<file path="src/rtl/core/brbe_pkg.sv">
// ----------------------------------------------------------------------------
// Blob range and bearing package
// Shared types, register indexes and constants for the range and bearing core.
// ----------------------------------------------------------------------------
package brbe_pkg;

    typedef struct packed {
        logic [8:0] blob_x;
        logic [7:0] blob_height;
        logic [8:0] blob_width;
        logic [2:0] blob_signature;
        logic       frame_last;
    } blob_in_t;

    typedef struct packed {
        logic              accepted;
        logic [21:0]       distance_q4;
        logic signed [15:0] bearing_q15;
        logic [2:0]        signature_out;
        logic [6:0]        accepted_so_far;
        logic              frame_done;
    } blob_out_t;

    typedef struct packed {
        logic load;
        logic step;
    } brbe_ctl_t;

    typedef enum logic [1:0] {
        ST_IDLE,
        ST_LOAD,
        ST_RUN,
        ST_FIN
    } brbe_state_t;

    localparam logic [3:0] CFG_X_CENTER   = 4'd0;
    localparam logic [3:0] CFG_TGT_HEIGHT = 4'd1;
    localparam logic [3:0] CFG_RATIO_LOW  = 4'd2;
    localparam logic [3:0] CFG_RATIO_HIGH = 4'd3;

    localparam int DIVIDEND_W   = 31;
    localparam int DIVISOR_W    = 17;
    localparam int QUOT_W       = 22;
    localparam int DIV_STEPS    = QUOT_W;
    localparam int CORDIC_STEPS = 17;
    localparam int STEP_W       = 5;
    localparam int CX_W         = 29;
    localparam int CY_W         = 30;
    localparam int Z_W          = 18;

    localparam logic [30:0] DIST_NUM2   = 31'd1792000;
    localparam logic [30:0] DIST_DEN    = 31'd243;
    localparam logic [16:0] DIST_DEN2   = 17'd486;
    localparam logic [21:0] DIST_MAX    = 22'd4194303;
    localparam logic [28:0] CORDIC_X0   = 29'd57344000;
    localparam logic [17:0] BEAR_GAIN   = 18'd243;

    function automatic logic [15:0] atan_q16(input logic [STEP_W-1:0] i);
        logic [15:0] a;
        case (i)
            5'd0:    a = 16'd51472;
            5'd1:    a = 16'd30386;
            5'd2:    a = 16'd16055;
            5'd3:    a = 16'd8150;
            5'd4:    a = 16'd4091;
            5'd5:    a = 16'd2047;
            5'd6:    a = 16'd1024;
            5'd7:    a = 16'd512;
            5'd8:    a = 16'd256;
            5'd9:    a = 16'd128;
            5'd10:   a = 16'd64;
            5'd11:   a = 16'd32;
            5'd12:   a = 16'd16;
            5'd13:   a = 16'd8;
            5'd14:   a = 16'd4;
            5'd15:   a = 16'd2;
            5'd16:   a = 16'd1;
            default: a = 16'd0;
        endcase
        return a;
    endfunction

endpackage

</file>
<file path="src/rtl/core/brbe_div.sv">
// ----------------------------------------------------------------------------
// Serial restoring divider
// Produces one quotient bit per cycle by shifting the dividend through the
// partial remainder.
// ----------------------------------------------------------------------------
module brbe_div
    import brbe_pkg::*;
(
    input  logic                  clk,
    input  brbe_ctl_t             ctl,
    input  logic [DIVIDEND_W-1:0] dividend,
    input  logic [DIVISOR_W-1:0]  divisor,
    output logic [QUOT_W-1:0]     quotient
);

    logic [DIVISOR_W-1:0] rem_reg;
    logic [DIVISOR_W-1:0] rem_next;
    logic [QUOT_W-1:0]    dq_reg;
    logic [QUOT_W-1:0]    dq_next;
    logic [DIVISOR_W-1:0] dvs_reg;
    logic [DIVISOR_W-1:0] dvs_next;
    logic [DIVISOR_W:0]   trial;
    logic [DIVISOR_W:0]   diff;
    logic                 ge;

    // The quotient is known to fit its width, so the top dividend bits are
    // already below the divisor and seed the remainder directly.
    always_comb
    begin
        trial    = {rem_reg, dq_reg[QUOT_W-1]};
        diff     = trial - {1'b0, dvs_reg};
        ge       = trial >= {1'b0, dvs_reg};
        rem_next = rem_reg;
        dq_next  = dq_reg;
        dvs_next = dvs_reg;
        if (ctl.load)
        begin
            rem_next = {{(DIVISOR_W-(DIVIDEND_W-QUOT_W)){1'b0}},
                        dividend[DIVIDEND_W-1:QUOT_W]};
            dq_next  = dividend[QUOT_W-1:0];
            dvs_next = divisor;
        end
        else if (ctl.step)
        begin
            rem_next = ge ? diff[DIVISOR_W-1:0] : trial[DIVISOR_W-1:0];
            dq_next  = {dq_reg[QUOT_W-2:0], ge};
        end
    end

    always_ff @(posedge clk)
    begin
        rem_reg <= rem_next;
        dq_reg  <= dq_next;
        dvs_reg <= dvs_next;
    end

    assign quotient = dq_reg;

endmodule

</file>
<file path="src/rtl/core/brbe_cordic.sv">
// ----------------------------------------------------------------------------
// Iterative CORDIC arctangent
// Vectoring mode, one rotation per cycle, angle accumulated in Q16 radians.
// ----------------------------------------------------------------------------
module brbe_cordic
    import brbe_pkg::*;
(
    input  logic                   clk,
    input  brbe_ctl_t              ctl,
    input  logic [STEP_W-1:0]      idx,
    input  logic [8:0]             mag,
    output logic signed [Z_W-1:0]  angle
);

    logic [CX_W-1:0]        cx_reg;
    logic [CX_W-1:0]        cx_next;
    logic signed [CY_W-1:0] cy_reg;
    logic signed [CY_W-1:0] cy_next;
    logic signed [Z_W-1:0]  z_reg;
    logic signed [Z_W-1:0]  z_next;
    logic                   cy_neg;
    logic [CY_W-1:0]        cy_abs;
    logic [CY_W-1:0]        dx;
    logic [CX_W-1:0]        dy;
    logic [17:0]            y_init;

    // The x term only ever grows, and the y step truncates towards zero, so
    // the y shift works on its magnitude.
    always_comb
    begin
        cy_neg  = cy_reg[CY_W-1];
        cy_abs  = cy_neg ? CY_W'(-cy_reg) : CY_W'(cy_reg);
        dx      = cy_abs >> idx;
        dy      = cx_reg >> idx;
        y_init  = 18'(mag) * BEAR_GAIN;
        cx_next = cx_reg;
        cy_next = cy_reg;
        z_next  = z_reg;
        if (ctl.load)
        begin
            cx_next = CORDIC_X0;
            cy_next = signed'({2'b00, y_init, 10'b0});
            z_next  = '0;
        end
        else if (ctl.step)
        begin
            cx_next = cx_reg + dx[CX_W-1:0];
            if (cy_neg)
            begin
                cy_next = cy_reg + signed'({1'b0, dy});
                z_next  = z_reg - signed'({2'b00, atan_q16(idx)});
            end
            else
            begin
                cy_next = cy_reg - signed'({1'b0, dy});
                z_next  = z_reg + signed'({2'b00, atan_q16(idx)});
            end
        end
    end

    always_ff @(posedge clk)
    begin
        cx_reg <= cx_next;
        cy_reg <= cy_next;
        z_reg  <= z_next;
    end

    assign angle = z_reg;

endmodule

</file>
<file path="src/rtl/core/blob_range_bearing_estimator.sv">
// ----------------------------------------------------------------------------
// Blob range and bearing estimator
// Pinhole range by serial division and bearing by iterative CORDIC, with an
// aspect-ratio test and a per-frame count of accepted blobs.
//
//   Channel   Handshake                   Payload
//   blob      blob_valid / blob_ready     blob (blob_in_t)
//   result    result_valid / result_ready result (blob_out_t)
//   cfg       cfg_valid / cfg_ready       cfg_index, cfg_data
//
// An item passes from transfer through the load state, 22 divider steps
// (which also cover the 17 CORDIC steps) and the final state, which forms the
// result; the quotient loop sets the length of the run. A blob is taken only in idle.
// A finished result waits in the output register; the next blob is taken
// meanwhile and holds in its final step while that register is still full.
// Reset restores the register defaults and clears the count.
// ----------------------------------------------------------------------------
module blob_range_bearing_estimator
    import brbe_pkg::*;
#(
    parameter int MAX_BLOBS = 64
)
(
    input  logic       clk,
    input  logic       rst_n,
    input  logic       blob_valid,
    output logic       blob_ready,
    input  blob_in_t   blob,
    output logic       result_valid,
    input  logic       result_ready,
    output blob_out_t  result,
    input  logic       cfg_valid,
    output logic       cfg_ready,
    input  logic [3:0] cfg_index,
    input  logic [9:0] cfg_data
);

    localparam logic [6:0] COUNT_LIMIT = 7'((MAX_BLOBS < 127) ? MAX_BLOBS : 127);

    brbe_state_t state_reg;
    brbe_state_t state_next;
    logic [STEP_W-1:0] step_reg;
    logic [STEP_W-1:0] step_next;
    logic [8:0]  x_center_reg;
    logic [9:0]  tgt_height_reg;
    logic [9:0]  ratio_low_reg;
    logic [9:0]  ratio_high_reg;
    logic [6:0]  count_reg;
    logic [6:0]  count_next;
    logic        result_valid_reg;
    logic        result_valid_next;
    blob_out_t   result_reg;
    blob_out_t   result_next;
    blob_in_t    item_reg;
    logic        neg_reg;
    logic [14:0] h100_reg;
    logic [18:0] low_reg;
    logic [18:0] high_reg;

    brbe_ctl_t   div_ctl;
    brbe_ctl_t   cor_ctl;
    logic [DIVIDEND_W-1:0] dividend;
    logic [DIVISOR_W-1:0]  divisor;
    logic [QUOT_W-1:0]     quotient;
    logic signed [Z_W-1:0] angle;
    logic [9:0]  col_diff;
    logic [8:0]  col_mag;
    logic        fin_fire;
    logic        ok;
    logic [16:0] q15;
    logic [16:0] q15_sat;

    assign cfg_ready    = 1'b1;
    assign blob_ready   = (state_reg == ST_IDLE);
    assign result_valid = result_valid_reg;
    assign result       = result_reg;

    always_ff @(posedge clk or negedge rst_n)
    begin
        if (!rst_n)
        begin
            state_reg <= ST_IDLE;
        end
        else
        begin
            state_reg <= state_next;
        end
    end

    always_comb
    begin
        state_next = state_reg;
        step_next  = step_reg;
        fin_fire   = 1'b0;
        case (state_reg)
            ST_IDLE:
            begin
                if (blob_valid)
                begin
                    state_next = ST_LOAD;
                end
            end
            ST_LOAD:
            begin
                state_next = ST_RUN;
                step_next  = '0;
            end
            ST_RUN:
            begin
                step_next = step_reg + 1'b1;
                if (step_reg == STEP_W'(DIV_STEPS - 1))
                begin
                    state_next = ST_FIN;
                end
            end
            ST_FIN:
            begin
                fin_fire = !result_valid_reg || result_ready;
                if (fin_fire)
                begin
                    state_next = ST_IDLE;
                end
            end
            default:
            begin
                state_next = ST_IDLE;
            end
        endcase
    end

    always_comb
    begin
        col_diff = {1'b0, x_center_reg} - {1'b0, item_reg.blob_x};
        col_mag  = col_diff[9] ? 9'(-col_diff) : col_diff[8:0];
        dividend = 31'(tgt_height_reg) * DIST_NUM2 + 31'(item_reg.blob_height) * DIST_DEN;
        divisor  = 17'(item_reg.blob_height) * DIST_DEN2;
        div_ctl.load = (state_reg == ST_LOAD);
        div_ctl.step = (state_reg == ST_RUN);
        cor_ctl.load = (state_reg == ST_LOAD);
        cor_ctl.step = (state_reg == ST_RUN) && (step_reg < STEP_W'(CORDIC_STEPS));
    end

    brbe_div u_div (
        .clk      (clk),
        .ctl      (div_ctl),
        .dividend (dividend),
        .divisor  (divisor),
        .quotient (quotient)
    );

    brbe_cordic u_cordic (
        .clk   (clk),
        .ctl   (cor_ctl),
        .idx   (step_reg),
        .mag   (col_mag),
        .angle (angle)
    );

    always_comb
    begin
        ok = (item_reg.blob_height != '0) && (item_reg.blob_width != '0) &&
             ({4'b0, h100_reg} >= low_reg) && ({4'b0, h100_reg} <= high_reg);
        q15 = (angle > 0) ? 17'((angle + 18'sd1) >>> 1) : '0;
        count_next = count_reg;
        if (ok && (count_reg < COUNT_LIMIT))
        begin
            count_next = count_reg + 1'b1;
        end
        if (neg_reg)
        begin
            q15_sat = (q15 > 17'd32768) ? 17'd32768 : q15;
            result_next.bearing_q15 = signed'(16'(17'd0 - q15_sat));
        end
        else
        begin
            q15_sat = (q15 > 17'd32767) ? 17'd32767 : q15;
            result_next.bearing_q15 = signed'(q15_sat[15:0]);
        end
        result_next.accepted        = ok;
        result_next.distance_q4     = (item_reg.blob_height == '0) ? DIST_MAX : quotient;
        result_next.signature_out   = item_reg.blob_signature;
        result_next.accepted_so_far = count_next;
        result_next.frame_done      = item_reg.frame_last;
        result_valid_next = result_valid_reg;
        if (fin_fire)
        begin
            result_valid_next = 1'b1;
        end
        else if (result_ready)
        begin
            result_valid_next = 1'b0;
        end
    end

    always_ff @(posedge clk or negedge rst_n)
    begin
        if (!rst_n)
        begin
            step_reg         <= '0;
            x_center_reg     <= 9'd160;
            tgt_height_reg   <= 10'd80;
            ratio_low_reg    <= 10'd190;
            ratio_high_reg   <= 10'd223;
            count_reg        <= '0;
            result_valid_reg <= 1'b0;
        end
        else
        begin
            step_reg         <= step_next;
            result_valid_reg <= result_valid_next;
            if (fin_fire)
            begin
                count_reg <= item_reg.frame_last ? 7'd0 : count_next;
            end
            if (cfg_valid && cfg_ready)
            begin
                case (cfg_index)
                    CFG_X_CENTER:   x_center_reg   <= cfg_data[8:0];
                    CFG_TGT_HEIGHT: tgt_height_reg <= cfg_data;
                    CFG_RATIO_LOW:  ratio_low_reg  <= cfg_data;
                    CFG_RATIO_HIGH: ratio_high_reg <= cfg_data;
                    default:        ;
                endcase
            end
        end
    end

    always_ff @(posedge clk)
    begin
        if (blob_valid && blob_ready)
        begin
            item_reg <= blob;
        end
        if (state_reg == ST_LOAD)
        begin
            neg_reg  <= col_diff[9];
            h100_reg <= 15'(item_reg.blob_height) * 15'd100;
            low_reg  <= 19'(ratio_low_reg) * 19'(item_reg.blob_width);
            high_reg <= 19'(ratio_high_reg) * 19'(item_reg.blob_width);
        end
        if (fin_fire)
        begin
            result_reg <= result_next;
        end
    end

`ifndef SYNTH
    a_count_limit: assert property (@(posedge clk) disable iff (!rst_n)
        count_reg <= COUNT_LIMIT)
        else $error("frame count beyond its limit");

    a_load_follows: assert property (@(posedge clk) disable iff (!rst_n)
        (blob_valid && blob_ready) |=> (state_reg == ST_LOAD))
        else $error("accepted blob not loaded");

    a_result_from_fin: assert property (@(posedge clk) disable iff (!rst_n)
        $rose(result_valid) |-> $past(state_reg == ST_FIN))
        else $error("result raised outside the final step");

    a_frame_cleared: assert property (@(posedge clk) disable iff (!rst_n)
        (result_valid && result.frame_done) |-> (count_reg == 7'd0))
        else $error("count not cleared at frame end");
`endif

endmodule
</file>
<file path="config.mk">
export PLATFORM = sky130hd
export DESIGN_NAME = blob_range_bearing_estimator
export DESIGN_NICKNAME = d
export VERILOG_FILES = /design/src/rtl/core/brbe_pkg.sv /design/src/rtl/core/brbe_div.sv /design/src/rtl/core/brbe_cordic.sv /design/src/rtl/core/blob_range_bearing_estimator.sv
export SDC_FILE = /design/constraint.sdc
export NUM_CORES = 2
export LEC_CHECK = 0
export BUFFER_PORTS_ARGS = -buffer_cell sky130_fd_sc_hd__buf_2
export CAP_MARGIN = 30
export CORE_ASPECT_RATIO = 1.75
export CORE_UTILIZATION = 60
export DETAILED_ROUTE_END_ITERATION = 6
export GPL_TIMING_DRIVEN = 0
export PLACE_DENSITY = 0.77
export SETUP_SLACK_MARGIN = 0.3
export SYNTH_ARGS = -nofsm -noshare
export SYNTH_HDL_FRONTEND = slang
export SYNTH_SLANG_ARGS = --single-unit
</file>
<file path="constraint.sdc">
create_clock -name clk -period 10.2 [get_ports clk]
set_input_delay 0.51 -clock clk [delete_from_list [all_inputs] [get_ports clk]]
set_output_delay 0.51 -clock clk [all_outputs]
set_load 0.1 [all_outputs]
</file>
==> impl_metrics.tcl <==
set metrics [dict create \
    syn_avg_cell_area_sq_um 9.138 \
    grt_pass1_vias 31420 \
    cts_setup_buffers 0 \
    critPathMaxFanout 10 \
    via_per_inst 6.287 \
    cts_tree "done" \
    dr_total_vias 30800 \
    syn-instance-count 3922 \
    place.gp.congestion 1.113 \
    antenna_left 0 \
    synthFlopType "edfxtp_1" \
    setup_viol 0 \
    coreArea_sq_mm 0.05906 \
    slew_viol_final 0 \
    boundaryPins 102 \
    clkSinkCount 317 \
    yosysWarningCount 0 \
    root_buffer "clkbuf_16" \
    drv.max_cap_violation_count 0 \
    synth_edf_count 195 \
    syn-num-nets 4598 \
    r2r_start "step_reg[0]" \
    grt_max_degree 54 \
    max_freq_mhz 119.1 \
    timing.hold.ws_ns 0.09104 \
    start_util_pct 60.69 \
    chipHeight_um 325.3 \
    synth_cell_types 99 \
    wl_per_cell_um 23.85 \
    setup.worst_path.class "reg -> reg" \
    async_flop_share_pct 17.03 \
    seq_area_frac_synth_pct 23.97 \
    antenna_found_initial 9 \
    rsz0062_at_grt "no" \
    track_usage_pct 38.71 \
    wl_um 116800 \
    violations "design-rule violations" \
    finalClockSkew_ns 0.02686 \
    setup_tns_ns 0 \
    num_rows 118 \
    drive_gt1_share_pct 9.005 \
    status "complete, but fails checks" \
    endpoint "u_cordic.cx_reg[28]" \
    synth_area_sq_mm 0.03584 \
    hold_violations 0 \
    grt_pass1_wl_um 177200 \
    io_buffers 100 \
    post-route-min-period_ns 8.400 \
    crit_arrival_ns 8.93 \
    tightest_slew_ns 1.120 \
    startpoint_type "register" \
    reg2reg_depth 23 \
    post-route-period-util_pct 82.35 \
    remaining_drc_errors 1 \
    gr-total-overflow 0 \
    numCtsBuffers 36 \
    area_growth_pct 8.340 \
    cts_buffer_depth 3 \
    die_w_um 186.8 \
    drtIter0Drc 1970 \
    max-slew-margin-rel_pct 25.36 \
    end_kind "register" \
    synth_seq_cells 317 \
    layout_common_cells "426 x inv_1, 420 x ha_1, 339 x nand2_1" \
    path_clk_slew_ns 0.07 \
    r2r_end "u_cordic.cx_reg[28]" \
    hpwl_um 93340 \
    hold_class "in -> reg" \
    final_common_cell "inv_1" \
    first_pass_iters 7 \
    nets 4758 \
    dieArea_sq_mm 0.06075 \
    htreeDepth 2 \
    crit_path_start "step_reg[0]" \
    cp.required_ns 10.73 \
    clk_latency_ns 0.60 \
    reg2reg_setup_slack_ns 1.80 \
    largest_register_ffs 50 \
    final_util_pct 65.75 \
]
repair_timing:
| item | CTS | global route |
|---|---|---|
| hold endpoints to repair | 10 | 0 |
| resized for setup | 0 | 0 |
| hold buffers | 1 | 0 |
| setup endpoints to repair | 0 | 0 |
cells in the mapped netlist (all sizes together) (92+ instances only):
cell type  count  area (sq um)
and2         104         651.9
nor2         233         874.6
nand2        339          1272
a21oi        262          1315
inv          427          1603
edfxtp       195          5856
clkbuf       147         601.8
fa           205          4104
o21ai        176         880.8
xor2          92         805.8
xnor2        163          1428
ha           422          5280
layout make-up:
| class | count | area (sq um) |
|---|---|---|
| clock inverter | 20 | 221.5 |
| sequential | 317 | 8589 |
| antenna | 9 | 22.52 |
| buffer | 175 | 773.2 |
| multi-input combinational | 3000 | 24870 |
| inverter | 430 | 1628 |
| fill | 4960 | 20230 |
| clock buffer | 45 | 975.9 |
| tap | 780 | 975.9 |
| timing repair buffer | 122 | 769.5 |
stage by stage:
step / area [sq um] / setup slack, ns / instances
2_1_floorplan: 35840 / 3.726 / 3922
3_3_place_gp: 37320 / 2.145 / 4802
3_5_place_dp: 37520 / 2.330 / 4815
4_1_cts: 38730 / 2.256 / 4881
5_1_grt: 38820 / 1.708 / 4893
6_report: 38830 / 1.800 / 4898
routing by layer:
metal	part of all wire, %	global-route usage (%)	vias to the layer above
li1	-	-	14100
met1	30	34.61	14740
met2	51	69.05	1339
met3	6.2	7.908	610
met4	13	41.95	2
met5	0.0077	0	-
cells by family (layout without fill, tap and decap cells):
logic type / count (synthesis) / after routing / share of synthesized area [%]
xor gates and xnor gates: 255 / 255 / 6.232
DFF: 317 / 317 / 23.97
muxes: 191 / 191 / 7.073
and+or+nand+nor: 1059 / 1059 / 14.32
other: 1 / 10 / 0.01046
AOI/OAI and AO/OA: 867 / 867 / 15.51
adders and majority gates: 627 / 627 / 26.18
buffers and inverters: 605 / 792 / 6.700
worst max-delay path: stages (launching register included):
cell and delay, ns:
dfrtp_1 0.41, buf_6 0.16, buf_6 0.17, clkbuf_1 0.45, clkbuf_1 0.74, buf_2 0.39
buf_2 0.32, buf_1 0.60, mux2i_1 0.31, mux2i_1 0.23, a21oi_1 0.29, a21oi_1 0.10
a221oi_1 0.81, ha_1 0.43, a211oi_1 0.26, nor2_1 0.13, o221ai_1 0.39, a31oi_1 0.25
a211oi_1 0.43, nor3_1 0.11, a2111oi_0 0.62, xnor2_1 0.21, or3_1 0.34, a21oi_1 0.14
worst min path at each step:
stage	startpoint	to	cells after the start
3_3_place_gp	item_reg[2]	result[9]	0
2_1_floorplan	rst_n	count_reg[0]	0
6_report	blob[20]	item_reg[20]	1
3_5_place_dp	item_reg[1]	result[8]	0
5_1_grt	blob[17]	item_reg[17]	1
4_1_cts	blob[16]	item_reg[16]	1
Power is left out: the tool's default activity adds up to more than one toggle a clock period on the data nets, which glitch-free logic cannot reach.
